$ cat src/hw/rtl/vpa_pkg.sv
`default_nettype none
// ----------------------------------------------------------------------------
// vpa_pkg: shared types and constants of the variable partition allocator
// Operation and status codes, field widths and default pool geometry.
// ----------------------------------------------------------------------------
package vpa_pkg;

    localparam int unsigned DEF_POOL_SIZE    = 1024;
    localparam int unsigned DEF_MAX_SEGMENTS = 16;

    localparam int unsigned FUNC_W  = 2;
    localparam int unsigned OWNER_W = 8;
    localparam int unsigned REQ_W   = 11;
    localparam int unsigned STAT_W  = 2;
    localparam int unsigned ADDR_W  = 10;
    localparam int unsigned SIZE_W  = 11;

    typedef enum logic [FUNC_W-1:0] {
        FN_ALLOC   = 2'd0,
        FN_RELEASE = 2'd1,
        FN_QUERY   = 2'd2,
        FN_NONE    = 2'd3
    } t_func;

    typedef enum logic [STAT_W-1:0] {
        ST_OK      = 2'd0,
        ST_NOFIT   = 2'd1,
        ST_FULL    = 2'd2,
        ST_NOOWNER = 2'd3
    } t_status;

    // APB register map (byte address bit 2 selects the register word)
    localparam logic REG_FIT_POLICY = 1'b0;

endpackage
`default_nettype wire

$ cat src/hw/rtl/vpa_if.sv
`default_nettype none
// ----------------------------------------------------------------------------
// vpa_if: request and response channels of the allocator
// Valid/ready channels; a word moves when valid and ready are both high.
// ----------------------------------------------------------------------------
interface vpa_req_if;
    logic                         valid;
    logic                         ready;
    logic [vpa_pkg::FUNC_W-1:0]   func;
    logic [vpa_pkg::OWNER_W-1:0]  owner_id;
    logic [vpa_pkg::REQ_W-1:0]    request_size;

    modport source (output valid, func, owner_id, request_size, input ready);
    modport sink   (input valid, func, owner_id, request_size, output ready);
endinterface

interface vpa_rsp_if;
    logic                         valid;
    logic                         ready;
    logic [vpa_pkg::STAT_W-1:0]   status;
    logic [vpa_pkg::ADDR_W-1:0]   start_address;
    logic [vpa_pkg::SIZE_W-1:0]   segment_size;

    modport source (output valid, status, start_address, segment_size, input ready);
    modport sink   (input valid, status, start_address, segment_size, output ready);
endinterface
`default_nettype wire

$ cat src/hw/rtl/variable_partition_allocator.sv
`default_nettype none
// ----------------------------------------------------------------------------
// variable_partition_allocator: first/best fit allocator with coalescing
// Address-ordered segment table in a one-read/one-write memory, walked by a
// small sequencer for allocate, release (with merge) and owner query.
// ----------------------------------------------------------------------------
//  channel   dir  handshake        word
//  i_req     in   valid/ready      func, owner_id, request_size
//  o_rsp     out  valid/ready      status, start_address, segment_size
//  apb       in   psel/penable     fit_policy at byte address 0
//
//  Trivial answers (func 3, owner 0, size 0) skip the table; query and release
//  scan entries in order; allocate scans, then on a split moves later entries up
//  and writes two entries; a release hit writes the merged entry and moves later
//  entries down. The single table read port moves one entry a cycle.
//  After reset the S_INIT state writes the initial free segment before i_req.ready.
//  i_req is taken only between items; a held o_rsp word stalls the finish.
// ----------------------------------------------------------------------------
module variable_partition_allocator #(
    parameter int unsigned POOL_SIZE    = vpa_pkg::DEF_POOL_SIZE,
    parameter int unsigned MAX_SEGMENTS = vpa_pkg::DEF_MAX_SEGMENTS
) (
    input  wire logic        i_clk,
    input  wire logic        i_rst_n,
    vpa_req_if.sink          i_req,
    vpa_rsp_if.source        o_rsp,
    input  wire logic        psel,
    input  wire logic        penable,
    input  wire logic        pwrite,
    input  wire logic [2:0]  paddr,
    input  wire logic [31:0] pwdata,
    output logic      [31:0] prdata,
    output logic             pready
);

    localparam int unsigned SW  = $clog2(POOL_SIZE);
    localparam int unsigned LW  = $clog2(POOL_SIZE + 1);
    localparam int unsigned CW  = (LW > vpa_pkg::REQ_W) ? LW : vpa_pkg::REQ_W;
    localparam int unsigned IW  = $clog2(MAX_SEGMENTS);
    localparam int unsigned CNW = $clog2(MAX_SEGMENTS + 1);
    localparam int unsigned CXW = CNW + 1;

    typedef struct packed {
        logic                        busy;
        logic [vpa_pkg::OWNER_W-1:0] owner;
        logic [LW-1:0]               len;
        logic [SW-1:0]               start;
    } t_seg;

    typedef enum logic [3:0] {
        S_INIT, S_IDLE, S_SCAN, S_ADEC, S_SHUP_RD, S_SHUP, S_INS_A, S_INS_B,
        S_REL, S_SHDN_RD, S_SHDN, S_EMIT
    } t_state;

    // ---------------- configuration ----------------
    logic r_pol;
    logic cfg_wr;

    assign pready = 1'b1;
    assign cfg_wr = psel && penable && pwrite && (paddr[2] == vpa_pkg::REG_FIT_POLICY);
    assign prdata = (paddr[2] == vpa_pkg::REG_FIT_POLICY) ? {31'd0, r_pol} : 32'd0;

    always_ff @(posedge i_clk) begin
        if (!i_rst_n) begin
            r_pol <= 1'b1;
        end else if (cfg_wr) begin
            r_pol <= pwdata[0];
        end
    end

    // ---------------- segment table ----------------
    t_seg           mem [MAX_SEGMENTS];
    t_seg           r_rd;
    logic           we;
    logic [IW-1:0]  wa;
    t_seg           wd;
    logic [IW-1:0]  rd_addr;

    always_ff @(posedge i_clk) begin
        if (we) begin
            mem[wa] <= wd;
        end
        r_rd <= mem[rd_addr];
    end

    // ---------------- sequencer ----------------
    t_state                       r_state, n_state;
    logic [CNW-1:0]               r_cnt, n_cnt;
    logic [IW-1:0]                r_idx, n_idx;
    logic [IW-1:0]                r_j, n_j;
    logic [IW-1:0]                r_pick, n_pick;
    logic [1:0]                   r_gap, n_gap;
    logic [vpa_pkg::FUNC_W-1:0]   r_func, n_func;
    logic [vpa_pkg::OWNER_W-1:0]  r_owner, n_owner;
    logic [vpa_pkg::REQ_W-1:0]    r_size, n_size;
    logic                         r_found, n_found;
    logic [LW-1:0]                r_best, n_best;
    t_seg                         r_pk, n_pk;
    t_seg                         r_prev, n_prev;
    logic [vpa_pkg::STAT_W-1:0]   r_res_st, n_res_st;
    logic [SW-1:0]                r_res_start, n_res_start;
    logic [LW-1:0]                r_res_len, n_res_len;
    logic                         r_ovalid, n_ovalid;
    logic [vpa_pkg::STAT_W-1:0]   r_ost, n_ost;
    logic [vpa_pkg::ADDR_W-1:0]   r_oaddr, n_oaddr;
    logic [vpa_pkg::SIZE_W-1:0]   r_osize, n_osize;

    logic           accept;
    logic           c_fit, c_hit, c_last, c_nf, c_pf;
    logic [LW-1:0]  c_left, c_mlen;
    logic [SW-1:0]  c_mstart;
    logic [1:0]     c_gap;
    logic [CXW-1:0] c_src;

    assign i_req.ready = (r_state == S_IDLE);
    assign accept      = i_req.valid && i_req.ready;

    assign o_rsp.valid         = r_ovalid;
    assign o_rsp.status        = r_ost;
    assign o_rsp.start_address = r_oaddr;
    assign o_rsp.segment_size  = r_osize;

    assign c_fit    = !r_rd.busy && (CW'(r_rd.len) >= CW'(r_size));
    assign c_left   = r_rd.len - LW'(r_size);
    assign c_hit    = r_rd.busy && (r_rd.owner == r_owner);
    assign c_last   = (CNW'(r_idx) == r_cnt - CNW'(1));
    // neighbors of the released entry: r_rd holds the next one, r_prev the one before
    assign c_nf     = (CXW'(r_pick) + CXW'(1) < CXW'(r_cnt)) && !r_rd.busy;
    assign c_pf     = (r_pick != '0) && !r_prev.busy;
    assign c_mlen   = r_pk.len + (c_nf ? r_rd.len : '0) + (c_pf ? r_prev.len : '0);
    assign c_mstart = c_pf ? r_prev.start : r_pk.start;
    assign c_gap    = 2'(c_nf) + 2'(c_pf);
    assign c_src    = CXW'(r_pick) + CXW'(1) + CXW'(c_nf);

    always_comb begin
        n_state     = r_state;
        n_cnt       = r_cnt;
        n_idx       = r_idx;
        n_j         = r_j;
        n_pick      = r_pick;
        n_gap       = r_gap;
        n_func      = r_func;
        n_owner     = r_owner;
        n_size      = r_size;
        n_found     = r_found;
        n_best      = r_best;
        n_pk        = r_pk;
        n_prev      = r_prev;
        n_res_st    = r_res_st;
        n_res_start = r_res_start;
        n_res_len   = r_res_len;
        n_ovalid    = r_ovalid && !o_rsp.ready;
        n_ost       = r_ost;
        n_oaddr     = r_oaddr;
        n_osize     = r_osize;
        we          = 1'b0;
        wa          = r_idx;
        wd          = r_rd;
        rd_addr     = r_idx + IW'(1);

        case (r_state)
            S_INIT: begin
                we      = 1'b1;
                wa      = '0;
                wd      = '{busy: 1'b0, owner: '0, len: LW'(POOL_SIZE), start: '0};
                n_cnt   = CNW'(1);
                n_state = S_IDLE;
            end
            S_IDLE: begin
                rd_addr = '0;
                if (accept) begin
                    n_func      = i_req.func;
                    n_owner     = i_req.owner_id;
                    n_size      = i_req.request_size;
                    n_idx       = '0;
                    n_found     = 1'b0;
                    n_best      = '0;
                    n_res_start = '0;
                    n_res_len   = '0;
                    if (i_req.func == vpa_pkg::FN_NONE) begin
                        n_res_st = vpa_pkg::ST_OK;
                        n_state  = S_EMIT;
                    end else if (i_req.owner_id == '0) begin
                        n_res_st = vpa_pkg::ST_NOOWNER;
                        n_state  = S_EMIT;
                    end else if (i_req.func == vpa_pkg::FN_ALLOC
                                 && i_req.request_size == '0) begin
                        n_res_st = vpa_pkg::ST_NOFIT;
                        n_state  = S_EMIT;
                    end else begin
                        n_state = S_SCAN;
                    end
                end
            end
            S_SCAN: begin
                if (r_func == vpa_pkg::FN_ALLOC) begin
                    if (c_fit && (!r_pol || !r_found || c_left < r_best)) begin
                        n_pick  = r_idx;
                        n_pk    = r_rd;
                        n_best  = c_left;
                        n_found = 1'b1;
                    end
                    if ((c_fit && !r_pol) || c_last) begin
                        n_state = S_ADEC;
                    end else begin
                        n_idx = r_idx + IW'(1);
                    end
                end else if (c_hit) begin
                    n_pick  = r_idx;
                    n_pk    = r_rd;
                    n_found = 1'b1;
                    if (r_func == vpa_pkg::FN_QUERY) begin
                        n_res_st    = vpa_pkg::ST_OK;
                        n_res_start = r_rd.start;
                        n_res_len   = r_rd.len;
                        n_state     = S_EMIT;
                    end else begin
                        n_state = S_REL;
                    end
                end else begin
                    n_prev = r_rd;
                    if (c_last) begin
                        n_res_st = vpa_pkg::ST_NOOWNER;
                        n_state  = S_EMIT;
                    end else begin
                        n_idx = r_idx + IW'(1);
                    end
                end
            end
            S_ADEC: begin
                if (!r_found) begin
                    n_res_st = vpa_pkg::ST_NOFIT;
                    n_state  = S_EMIT;
                end else if (CW'(r_pk.len) == CW'(r_size)) begin
                    we          = 1'b1;
                    wa          = r_pick;
                    wd          = '{busy: 1'b1, owner: r_owner, len: r_pk.len,
                                    start: r_pk.start};
                    n_res_st    = vpa_pkg::ST_OK;
                    n_res_start = r_pk.start;
                    n_res_len   = r_pk.len;
                    n_state     = S_EMIT;
                end else if (CXW'(r_cnt) >= CXW'(MAX_SEGMENTS)) begin
                    n_res_st = vpa_pkg::ST_FULL;
                    n_state  = S_EMIT;
                end else if (CXW'(r_pick) + CXW'(2) <= CXW'(r_cnt)) begin
                    n_j     = IW'(r_cnt - CNW'(1));
                    n_state = S_SHUP_RD;
                end else begin
                    n_state = S_INS_A;
                end
            end
            S_SHUP_RD: begin
                rd_addr = r_j;
                n_state = S_SHUP;
            end
            S_SHUP: begin
                // move one entry up per cycle, top first
                we      = 1'b1;
                wa      = r_j + IW'(1);
                wd      = r_rd;
                rd_addr = r_j - IW'(1);
                if (r_j == r_pick + IW'(1)) begin
                    n_state = S_INS_A;
                end else begin
                    n_j = r_j - IW'(1);
                end
            end
            S_INS_A: begin
                we      = 1'b1;
                wa      = r_pick;
                wd      = '{busy: 1'b1, owner: r_owner, len: LW'(r_size),
                            start: r_pk.start};
                n_state = S_INS_B;
            end
            S_INS_B: begin
                we          = 1'b1;
                wa          = r_pick + IW'(1);
                wd          = '{busy: 1'b0, owner: '0, len: r_pk.len - LW'(r_size),
                                start: r_pk.start + SW'(r_size)};
                n_cnt       = r_cnt + CNW'(1);
                n_res_st    = vpa_pkg::ST_OK;
                n_res_start = r_pk.start;
                n_res_len   = LW'(r_size);
                n_state     = S_EMIT;
            end
            S_REL: begin
                we          = 1'b1;
                wa          = c_pf ? r_pick - IW'(1) : r_pick;
                wd          = '{busy: 1'b0, owner: '0, len: c_mlen, start: c_mstart};
                n_gap       = c_gap;
                n_res_st    = vpa_pkg::ST_OK;
                n_res_start = c_mstart;
                n_res_len   = c_mlen;
                if (c_gap != 2'd0 && c_src < CXW'(r_cnt)) begin
                    n_j     = IW'(c_src);
                    n_state = S_SHDN_RD;
                end else begin
                    n_cnt   = r_cnt - CNW'(c_gap);
                    n_state = S_EMIT;
                end
            end
            S_SHDN_RD: begin
                rd_addr = r_j;
                n_state = S_SHDN;
            end
            S_SHDN: begin
                // close the gap left by merged entries, bottom first
                we      = 1'b1;
                wa      = r_j - IW'(r_gap);
                wd      = r_rd;
                rd_addr = r_j + IW'(1);
                if (CNW'(r_j) == r_cnt - CNW'(1)) begin
                    n_cnt   = r_cnt - CNW'(r_gap);
                    n_state = S_EMIT;
                end else begin
                    n_j = r_j + IW'(1);
                end
            end
            S_EMIT: begin
                if (!r_ovalid || o_rsp.ready) begin
                    n_ovalid = 1'b1;
                    n_ost    = r_res_st;
                    n_oaddr  = vpa_pkg::ADDR_W'(r_res_start);
                    n_osize  = vpa_pkg::SIZE_W'(r_res_len);
                    n_state  = S_IDLE;
                end
            end
            default: begin
                n_state = S_IDLE;
            end
        endcase
    end

    always_ff @(posedge i_clk) begin
        if (!i_rst_n) begin
            r_state  <= S_INIT;
            r_cnt    <= CNW'(1);
            r_ovalid <= 1'b0;
        end else begin
            r_state  <= n_state;
            r_cnt    <= n_cnt;
            r_ovalid <= n_ovalid;
        end
        r_idx       <= n_idx;
        r_j         <= n_j;
        r_pick      <= n_pick;
        r_gap       <= n_gap;
        r_func      <= n_func;
        r_owner     <= n_owner;
        r_size      <= n_size;
        r_found     <= n_found;
        r_best      <= n_best;
        r_pk        <= n_pk;
        r_prev      <= n_prev;
        r_res_st    <= n_res_st;
        r_res_start <= n_res_start;
        r_res_len   <= n_res_len;
        r_ost       <= n_ost;
        r_oaddr     <= n_oaddr;
        r_osize     <= n_osize;
    end

`ifndef ASSERT_OFF
    a_cnt_range: assert property (@(posedge i_clk) disable iff (!i_rst_n)
        r_cnt >= CNW'(1) && CXW'(r_cnt) <= CXW'(MAX_SEGMENTS))
        else $error("segment count out of range");

    a_scan_idx: assert property (@(posedge i_clk) disable iff (!i_rst_n)
        r_state == S_SCAN |-> CNW'(r_idx) < r_cnt)
        else $error("scan index beyond table");

    a_full_only_at_max: assert property (@(posedge i_clk) disable iff (!i_rst_n)
        (r_state == S_EMIT && r_res_st == vpa_pkg::ST_FULL)
            |-> CXW'(r_cnt) == CXW'(MAX_SEGMENTS))
        else $error("table full reported below capacity");
`endif

endmodule
`default_nettype wire
$ cat src/flat_wrapper.sv
// flat-port wrapper written by rule: the top's interface ports become plain ports
module variable_partition_allocator_flat 
#(
    parameter int unsigned POOL_SIZE    = vpa_pkg::DEF_POOL_SIZE,
    parameter int unsigned MAX_SEGMENTS = vpa_pkg::DEF_MAX_SEGMENTS
)
  (i_clk, i_rst_n, psel, penable, pwrite, paddr, pwdata, prdata, pready, i_req_valid, i_req_func, i_req_owner_id, i_req_request_size, i_req_ready, o_rsp_valid, o_rsp_status, o_rsp_start_address, o_rsp_segment_size, o_rsp_ready);
  vpa_req_if i_req_i ();
  vpa_rsp_if o_rsp_i ();
  input  wire logic i_clk;
  input  wire logic i_rst_n;
  input  wire logic psel;
  input  wire logic penable;
  input  wire logic pwrite;
  input  wire logic [2:0] paddr;
  input  wire logic [31:0] pwdata;
  output logic      [31:0] prdata;
  output logic pready;
  input wire logic [$bits(i_req_i.valid)-1:0] i_req_valid;
  input wire logic [$bits(i_req_i.func)-1:0] i_req_func;
  input wire logic [$bits(i_req_i.owner_id)-1:0] i_req_owner_id;
  input wire logic [$bits(i_req_i.request_size)-1:0] i_req_request_size;
  output wire logic [$bits(i_req_i.ready)-1:0] i_req_ready;
  output wire logic [$bits(o_rsp_i.valid)-1:0] o_rsp_valid;
  output wire logic [$bits(o_rsp_i.status)-1:0] o_rsp_status;
  output wire logic [$bits(o_rsp_i.start_address)-1:0] o_rsp_start_address;
  output wire logic [$bits(o_rsp_i.segment_size)-1:0] o_rsp_segment_size;
  input wire logic [$bits(o_rsp_i.ready)-1:0] o_rsp_ready;
  assign i_req_i.valid = i_req_valid;
  assign i_req_i.func = i_req_func;
  assign i_req_i.owner_id = i_req_owner_id;
  assign i_req_i.request_size = i_req_request_size;
  assign i_req_ready = i_req_i.ready;
  assign o_rsp_valid = o_rsp_i.valid;
  assign o_rsp_status = o_rsp_i.status;
  assign o_rsp_start_address = o_rsp_i.start_address;
  assign o_rsp_segment_size = o_rsp_i.segment_size;
  assign o_rsp_i.ready = o_rsp_ready;
  variable_partition_allocator #(.POOL_SIZE(POOL_SIZE), .MAX_SEGMENTS(MAX_SEGMENTS)) u_core (.i_clk(i_clk), .i_rst_n(i_rst_n), .i_req(i_req_i), .o_rsp(o_rsp_i), .psel(psel), .penable(penable), .pwrite(pwrite), .paddr(paddr), .pwdata(pwdata), .prdata(prdata), .pready(pready));
endmodule
$ cat config.mk
export PLATFORM = sky130hd
export DESIGN_NAME = variable_partition_allocator_flat
export DESIGN_NICKNAME = d
export VERILOG_FILES = /design/src/hw/rtl/vpa_pkg.sv /design/src/hw/rtl/vpa_if.sv /design/src/hw/rtl/variable_partition_allocator.sv /design/src/flat_wrapper.sv
export SDC_FILE = /design/constraint.sdc
export NUM_CORES = 1
export LEC_CHECK = 0
export ABC_AREA = 1
export BUFFER_PORTS_ARGS = -buffer_cell sky130_fd_sc_hd__buf_2
export CAP_MARGIN = 30
export CORE_ASPECT_RATIO = 1.2
export CORE_MARGIN = 4
export CORE_UTILIZATION = 25
export CTS_CLUSTER_DIAMETER = 30
export DETAILED_ROUTE_END_ITERATION = 16
export PLACE_DENSITY = 0.47
export SLEW_MARGIN = 20
export SYNTH_ARGS = -nofsm -noshare
export SYNTH_HDL_FRONTEND = slang
export SYNTH_SLANG_ARGS = --single-unit
$ cat constraint.sdc
create_clock -name i_clk -period 5.1 [get_ports i_clk]
set_clock_uncertainty 0.2 [all_clocks]
set_input_delay 0.255 -clock i_clk [delete_from_list [all_inputs] [get_ports i_clk]]
set_output_delay 0.255 -clock i_clk [all_outputs]
set_load 0.02 [all_outputs]
* Yosys cells after proc, flatten, opt, wreduce, memory -nomap -nowiden
Memory sizes are Yosys's and may differ from the RTL's. A register that Yosys moved wholly into a read port is not among the register bits.
Index checks and enable logic that the tools add are counted.
** Storage, ports and cells
- Bits in read-only memories :: 0
- Output and inout port bits :: 58
- Bits in latches :: 0
- Register bits after elaboration :: 147
- Memories :: 1
- RAM bits :: 480
** Memories
- u_core.mem :: depth 16, width 30, rd ports 1, clocked after Yosys merged registers in 1, write ports 1, line variable_partition_allocator.sv:72 : t_seg mem [MAX_SEGMENTS];
** Operators by class
- Mux-type cells :: 94
- Shift operators :: 0
- Equal/unequal tests :: 48
- Add/sub/neg operators :: 19
- Div/mod/pow operators :: 0
- Multiply operators :: 0
- Reductions and logical operators :: 51
- Bitwise gates (word level) :: 3
- $lt $le $gt $ge :: 6
** Operators with widths (count)
- case mux 30 bit (5 select lines) :: 1
- two-way mux 4 bit :: 32
- two-way mux 11 bit :: 10
- two-way mux 10 bit :: 7
- two-way mux 21 bit :: 3
- two-way mux 30 bit :: 2
- case mux 11 bit (5 select lines) :: 1
- case mux 10 bit (5 select lines) :: 1
- case mux 4 bit (11 select lines) :: 1
- case mux 4 bit (4 select lines) :: 2
- two-way mux 2 bit :: 14
- case mux 4 bit (7 select lines) :: 1
- adder 11 bit :: 2
- inequality test 2 x 1 -> 1 bit, second input constant :: 11
- case mux 11 bit (2 select lines) :: 1
- subtractor 11 bit :: 2
- case mux 5 bit (4 select lines) :: 1
- inequality test 3 bit, second input constant :: 6
- == test 4 x 3 -> 1 bit, second input constant :: 4
- == test 4 bit, second input constant :: 4
- inequality test 2 bit, second input constant :: 8
- nonzero test 4 bit :: 4
- AND reduction 7 bit :: 2
- logical AND 1 bit :: 13
- 48 further kinds :: 88

* Logic depth before layout (Yosys ltp)
Gate-level depths: netlist of the first run.
- Depth after elaboration :: 8
- Depth in mapped cells :: 27
- Depth with buffers taken out :: 26

* Worst setup path before layout of the first run
Ideal clock, no wire load.
- Path type :: register -> register
- From :: reg u_core.r_pick[0]
- To :: mem u_core.mem[0][17] in the netlist's numbering, data pin
- Arrival :: 4337 ps
- Buffers on the path :: 1
- Path slack :: 177 ps
- Library setup time :: 385 ps
- Cell stages (with the launch flop) :: 26
- Path through :: edfxtp_1 ha_1 nand2_1 inv_1 nor2_1 ha_1 and3_1 a21oi_1 nand2_1 inv_1 clkbuf_1 nand2_1 fa_1 inv_1 ha_1 fa_1 nand3_1 nand2_1 nand2_1 nand2_1 a21oi_1 nand2_1 nand2_1 nand2_1 nor2_1 o21ai_0
** RTL lines
- start: declaration :: line variable_partition_allocator.sv:91 : logic [IW-1:0] r_pick, n_pick;
- start signal: assignment :: line variable_partition_allocator.sv:347 : r_pick <= n_pick;
- end: declaration :: line variable_partition_allocator.sv:72

==> results by group, run 1 <==
Cells and area
  • Reg area: just under 20000 sq um
  • Fraction of layout cells with a size suffix above 1: approximately an eighth
  • Most frequent cells in the layout: 718 x nand2_1, 616 x edfxtp_1, 612 x nand3_1, 504 x inv_1, 159 x clkbuf_16
  • # fillers: 13120
  • Multi-input logic area: between 10000 and 15000 sq um
  • Commonest non-fill, non-tap cell in the layout: nand2_1
  • Layout Utilization: between 30% and 40%
  • Final #Nets: between 3000 and 4000
  • Area Growth Syn to Fin: 26.96%

Global route
  • First-pass GRT wire length: approximately 150000 microns
  • Vias in the first global route: between 20000 and 25000
  • Antenna violations before repair: 2
  • Gr ovfl total: 0
  • Largest net degree at the start of global routing: about 180
  • GRT Total Usage: 14.70%

Power and ir drop
  • Leakage: approximately 0.017 uW
  • Worst vdd ir: between 0.6 and 0.7 mV
  • Power Density: about 800 nW/um^2
  • Sequential share of power: approximately a quarter
  • Comb pwr share: a little over two fifths
  • Clock power share: between 30% and 40%
  • P_sw: approximately 14000 uW
  • Internal: roughly 19000 uW
  • Total power: approximately 33000 uW
  • Switch share: about two fifths

Critical path
  • CP max FO: 16
  • Critical Path RT: roughly 5.4 ns
  • Crit path DAT: about 5 ns
  • Crit. End Element: register
  • CP Class: register to register
  • Crit start category: register

Route
  • 1st-pass router iterations: 5
  • Vias per cell: 4.532
  • DRC violation total after the first TritonRoute iteration: about 1800
  • Final wirelength: ~100000 microns
  • Antenna-violating nets left: 0
  • WL/cell: ~19 microns
  • Vias: approximately 24000
  • Post-route DRC: 0

STA
  • Hold Vio Cnt, Final: 0
  • Peak Freq: roughly 0.21 GHz
  • Setup TNS: 0 ns
  • Period utilisation layout: 94.39%
  • Fin Hold WS: approximately 0.078 ns
  • Fin. max-slew vios: 0
  • Slew at the pin closest to its max-slew limit: ~1.1 ns
  • Tmin final: 4.814 ns
  • Unrepaired setup endpoints after global routing: no
  • Final setup fails: 0
  • Max transition margin: 27.03%

Logic synthesis
  • Post-synth EDFFs: between 600 and 700
  • Top FF cell, synth: edfxtp_1
  • Synth area leaders: edfxtp_1 57%, nand3_1 9.4%, nand2_1 8.3%
  • Largest area contributor in the netlist: edfxtp_1
  • Seq cells post-synth: approximately 660
  • Ys Warns: 0
  • Syn Std Cell Area: 32510 sq um
  • Top-area cell type share of the netlist area: between 50% and 60%
  • Post-synth cell types: 50
  • Seq/Total Area, Yosys: about three fifths
  • Mean Syn Cell Area: approximately 9.8 sq um
  • Post-synthesis cell count: approximately 3300
  • Fraction of registers with async set/reset: 0%

Clock tree
  • Root buf cell: clkbuf_16
  • CTS tree: built
  • CTS max path bufs: 3
  • H-tree levels: 4
  • Clock sinks: 657
  • Skew-Pair Late Insertion Delay: ~0.73 ns
  • Worst-path clk slew: 0.05 ns
  • CTS Buf Count: ~160

Floorplan
  • Die span in x: 337.2 microns
  • Top Ports: between 100 and 150
  • Die Y: between 400 and 500 microns
  • Row cnt: between 100 and 150
  • Starting Density: 25.23%
  • Area of the die: 135900 sq um
  • Core area: roughly 130000 sq um

Job
  • MaxCap Viol Count: 0

Placed design
  • Final HPWL DP: about 59000 microns
  • RePlAce Congestion: roughly 0.87
  • Port bufs: 55

Hold path
  • Worst hold path class: input pin to register

Run status
  • Status: completed
logic make-up after synthesis:
group                    after synthesis  share of synthesized area [%]
AO/OA/AOI/OAI                        224                          4.149
XOR/XNOR                              35                         0.9430
adder cells (fa/ha/maj)               99                          4.180
buffers and inverters                695                          8.918
flip-flops                           657                          59.43
other                                  2                        0.02310
AND/OR/NAND/NOR                     1621                          22.36
flip-flops by register name, summed over array words and instances, names as in the netlist, 2 cells and up:
name / flops
u_core.r_res_st: 2
u_core.o_rsp.segment_size: 11
u_core.r_res_len: 11
u_core.o_rsp.start_address: 10
u_core.r_rd: 30
u_core.r_prev: 22
u_core.r_cnt: 5
u_core.r_pick: 4
u_core.r_j: 4
u_core.r_best: 11
u_core.r_state: 4
u_core.r_owner: 8
u_core.r_func: 2
u_core.r_idx: 4
u_core.o_rsp.status: 2
u_core.r_gap: 2
u_core.r_size: 11
u_core.mem: 480
u_core.r_pk: 21
u_core.r_res_start: 10
synthesized netlist by cell type, drive strengths merged, types with 16 or more instances:
cell type,instances
nand2,724
inv,517
clkbuf,54
buf,120
nor2,164
fa,16
o22ai,16
ha,83
edfxtp,616
xor2,23
nand3,614
nand4,29
nand3b,64
dfxtp,41
a21oi,78
o21ai,59
final timing paths:
check                              from                           end  slack (ns)  cells after the start
setup / recovery       u_core.r_pick[1]             u_core.mem[8][17]        0.29                     25
hold / removal    i_req_request_size[2]              u_core.r_size[2]        0.08                      2
hold reg to reg     u_core.r_res_len[1]  u_core.o_rsp.segment_size[1]        0.21                      0
setup reg to reg       u_core.r_pick[1]             u_core.mem[8][17]        0.29                     25
worst max-delay path: stages (launching register included):
cell	delay (ns)
edfxtp_1	0.43
ha_1	0.22
nand2_1	0.13
inv_1	0.09
nor2_4	0.14
ha_1	0.24
and3_1	0.18
a21oi_1	0.13
nand2_1	0.16
inv_2	0.15
nand2_1	0.09
fa_1	0.53
inv_1	0.04
ha_1	0.21
fa_1	0.47
nand3_1	0.10
nand2_1	0.12
nand2_1	0.08
nand2_1	0.06
a21oi_2	0.16
nand2_1	0.07
nand2_1	0.11
nand2_1	0.06
nor2_1	0.08
o21ai_0	0.10
buf_4	0.20
routing by layer:
layer	up-vias	share of wire, %	track usage, %
li1	11660	-	-
met1	11710	45	19.47
met2	731	47	24.23
met3	169	5.1	2.456
met4	2	2.6	5.218
met5	-	0.013	0
final cells by class:
cell class	count	share of cell area (%)
multi-input cells	2011	25.72
clock buffers	189	10.23
repair buffers	192	4.208
inverters	521	4.739
clock inverters	106	3.199
well taps	1679	5.090
diodes	1	0.006064
flip-flops and latches	657	46.81
repair_timing:
action,4_1_cts,5_1_grt
endpoints found under the hold margin,57,0
resized for setup,1,5
hold buffers,27,0
buffers inserted,0,2
setup endpoints to repair,14,32
pin swaps,0,1
through the flow:
| step | worst slack (ns) | instances | area (sq um) |
|---|---|---|---|
| 2_1_floorplan | 0.1772 | 3363 | 32620 |
| 3_3_place_gp | 0.004603 | 5028 | 35380 |
| 3_5_place_dp | 0.003438 | 5031 | 35430 |
| 4_1_cts | 0.08004 | 5353 | 41240 |
| 5_1_grt | 0.002102 | 5355 | 41270 |
| 6_report | 0.2860 | 5356 | 41270 |
power by group through the flow:
stage | Combinational (uW) | Sequential (uW) | Clock, uW
2_1_floorplan | 8990 | 8530 | 0
3_3_place_gp | 14000 | 8750 | 0
3_5_place_dp | 14100 | 8750 | 0
4_1_cts | 14200 | 8670 | 10400
5_1_grt | 15600 | 8760 | 10700
6_report | 14100 | 8670 | 10200
Note: power is estimated with default switching activity, not from simulation.
==> run 2: changes to the inputs <==
--- a/config.mk
+++ b/config.mk
@@ -6,7 +6,7 @@
 export NUM_CORES = 1
 export LEC_CHECK = 0
 export ABC_AREA = 1
-export BUFFER_PORTS_ARGS = -buffer_cell sky130_fd_sc_hd__buf_2
+export BUFFER_PORTS_ARGS = -buffer_cell sky130_fd_sc_hd__clkbuf_2
 export CAP_MARGIN = 30
 export CORE_ASPECT_RATIO = 1.2
 export CORE_MARGIN = 4
==> run 2 against run 1 <==
Routed wire length is 0.15% higher. Global-route usage is essentially flat. Die area unchanged. Cell area fell by 0.67%. Non-clock buffer count shrank 5. Maximum frequency grew 1.3%. Clock power hardly changed. Via count is 0.15% higher.
==> results by group, run 2 (synthesis gave the netlist of run 1 again) <==
Run status
  • Status: completed (unchanged)

STA
  • Setup TNS: 0 ns (unchanged)
  • Tmin final: 4.752 ns (was 4.814 ns)
  • Slew at the pin closest to its max-slew limit: 1.062 ns (was 1.095 ns)
  • Fin. max-slew vios: 0 (unchanged)
  • Max transition margin: 29.19% (was 27.03%)
  • Unrepaired setup endpoints after global routing: no (unchanged)
  • Period utilisation layout: 93.18% (was 94.39%)
  • Hold Vio Cnt, Final: 0 (unchanged)
  • Final setup fails: 0 (unchanged)
  • Peak Freq: 0.2104 GHz (was 0.2077 GHz)
  • Fin worst setup slack: 0.3478 ns (was 0.2860 ns)

Route
  • Antenna-violating nets left: 0 (unchanged)
  • Post-route DRC: 0 (unchanged)
  • Vias: 24310 (was 24270)
  • WL/cell: 18.90 microns (was 18.85 microns)
  • DRC violation total after the first TritonRoute iteration: 1731 (was 1781)
  • Vias per cell: 4.544 (was 4.532)
  • 1st-pass router iterations: 5 (unchanged)
  • Final wirelength: 101100 microns (was 101000 microns)

Critical path
  • Buf/Inv on CP: 5 (was 4)
  • CP top delay family: adder cells (unchanged)
  • Critical Path Most Common Cell: nand2_1 (unchanged)
  • CP Class: register to register (unchanged)
  • Crit path DAT: 5.02 ns (was 5.07 ns)
  • Crit start category: register (unchanged)
  • Worst-path cell chain: inv_1 -> ha_1 -> ha_1 -> inv_1 -> o21bai_1 -> a21oi_1 -> nand2_2 -> inv_4 -> nand2_1 -> fa_1 -> inv_1 -> ha_1 -> fa_1 -> nand3_1 -> nand2_1 -> nand2_1 -> nand2_1 -> a21oi_1 -> nand2_1 -> nand2_1 -> nand2_1 -> nor2_1 -> o21ai_2 -> buf_4
  • Crit. End Element: register (unchanged)
  • Slowest cell delay on critical path: 0.52 ns (was 0.53 ns)
  • Slowest cell on crit path: fa_1 (unchanged)
  • CP max FO: 8 (was 16)
  • Critical Path RT: 5.37 ns (was 5.36 ns)

Cells and area
  • Most frequent cells in the layout: 717 x nand2_1, 616 x edfxtp_1, 612 x nand3_1, 504 x inv_1, 158 x clkbuf_16 (was 718 x nand2_1, 616 x edfxtp_1, 612 x nand3_1, 504 x inv_1, 159 x clkbuf_16)
  • Largest Register: u_core.mem (unchanged)
  • Final Instance Count excl. Fillers: 5350 (was 5356)
  • Fraction of layout cells with a size suffix above 1: 12.84% (was 13.08%)
  • Commonest non-fill, non-tap cell in the layout: nand2_1 (unchanged)
  • Biggest regs: u_core.mem (480), u_core.r_rd (30), u_core.r_prev (22) (unchanged)
  • Max reg flops: 480 (unchanged)
  • Layout Utilization: 31.82% (was 32.03%)
  • Final #Nets: 3696 (was 3703)
  • Area Growth Syn to Fin: 26.10% (was 26.96%)
  • # fillers: 13100 (was 13120)

Power and ir drop
  • Switch share: 42.23% (was 41.47%)
  • P_sw: 13690 uW (was 13680 uW)
  • Clock power share: 30.5% (was 31.1%)
  • Internal: 18720 uW (was 19310 uW)
  • Power Density: 790.6 nW/um^2 (was 799.4 nW/um^2)
  • Worst vdd ir: 1.044 mV (was 0.6720 mV)
  • Leakage: 0.01714 uW (was 0.01728 uW)
  • Comb pwr share: 42.8% (was 42.7%)
  • Sequential share of power: 26.7% (was 26.3%)

Global route
  • Largest net degree at the start of global routing: 196 (was 181)
  • Antenna violations before repair: 4 (was 2)
  • Gr ovfl total: 0 (unchanged)
  • GRT Total Usage: 14.72% (was 14.70%)
  • Vias in the first global route: 23910 (was 23900)
  • First-pass GRT wire length: 150900 microns (was 150700 microns)

Floorplan
  • Starting Density: 25.23% (unchanged)
  • Area of the die: 135900 sq um (unchanged)
  • Core area: 128800 sq um (unchanged)
  • Top Ports: 121 (unchanged)
  • Die span in x: 337.2 microns (unchanged)
  • Die Y: 403.0 microns (unchanged)
  • Row cnt: 144 (unchanged)

Clock tree
  • Clock sinks: 657 (unchanged)
  • H-tree levels: 4 (unchanged)
  • Skew-Pair Late Insertion Delay: 0.74 ns (was 0.73 ns)
  • CTS Buf Count: 156 (was 158)
  • Worst-path clk slew: 0.05 ns (about the same)
  • Root buf cell: clkbuf_16 (unchanged)
  • CTS tree: built (unchanged)
  • CTS max path bufs: 3 (unchanged)

Placed design
  • RePlAce Congestion: 0.8831 (was 0.8716)
  • Worst slack at placement: 0.1914 ns (was 0.003438 ns)
  • Final HPWL DP: 58540 microns (was 59430 microns)
  • Placed cell count: 5025 (was 5031)
  • Port bufs: 55 (unchanged)

Job
  • MaxCap Viol Count: 0 (unchanged)

Hold path
  • Worst hold path class: input pin to register (unchanged)
run 2: cell types whose count changed in the layout (fill, tap and decap cells not counted), sizes merged:
cell,delta
buf,-60
clkinvlp,+3
diode,+1
clkbuf,+54
clkinv,-1
inv,+4
bufinv,-7
run 2: power by group through the flow:
stage          clock [uW]  sequential [uW]  combinational (uW)
2_1_floorplan           0             8530                8990
3_3_place_gp            0             8730               13900
3_5_place_dp            0             8740               13900
4_1_cts             10100             8650               14000
5_1_grt             10400             8740               15500
6_report             9870             8660               13900
run 2: cell type report:
type / count / area [sq um] / area share, %
multi-input combinational: 2011 / 10610 / 25.88
antenna: 2 / 5.005 / 0.01221
clock buffer: 188 / 4187 / 10.21
sequential: 657 / 19320 / 47.13
timing repair buffer: 187 / 1667 / 4.066
tap: 1679 / 2101 / 5.125
inverter: 521 / 1958 / 4.777
clock inverter: 105 / 1149 / 2.802
run 2: repair_timing:
item	in CTS	in global routing
endpoints found under the hold margin	64	0
resized for setup	0	9
buffers inserted	0	1
hold buffers	27	0
setup endpoints to repair	0	80
run 2: metrics by stage:
step	hold WS, ns	area (sq um)	total power, uW
2_1_floorplan	0.1391	32620	17520
3_3_place_gp	0.2025	35320	22630
3_5_place_dp	0.2045	35330	22660
4_1_cts	0.002791	40930	32710
5_1_grt	0.03834	40990	34580
6_report	0.06809	40990	32410
run 2: layer usage:
layer	routed length (microns)	GRT usage, %
met1	45030	19.10
met2	48210	24.60
met3	5060	2.686
met4	2806	5.158
met5	10	0
run 2: worst paths after layout:
path / from / to / slack, ns / cells past startpoint
worst max-delay path: u_core.r_pick[1] / u_core.mem[12][17] / 0.35 / 24
worst min-delay path: i_req_request_size[0] / u_core.r_size[0] / 0.07 / 2
worst max register to register: u_core.r_pick[1] / u_core.mem[12][17] / 0.35 / 24
worst min register to register: u_core.r_res_len[0] / u_core.o_rsp.segment_size[0] / 0.21 / 0
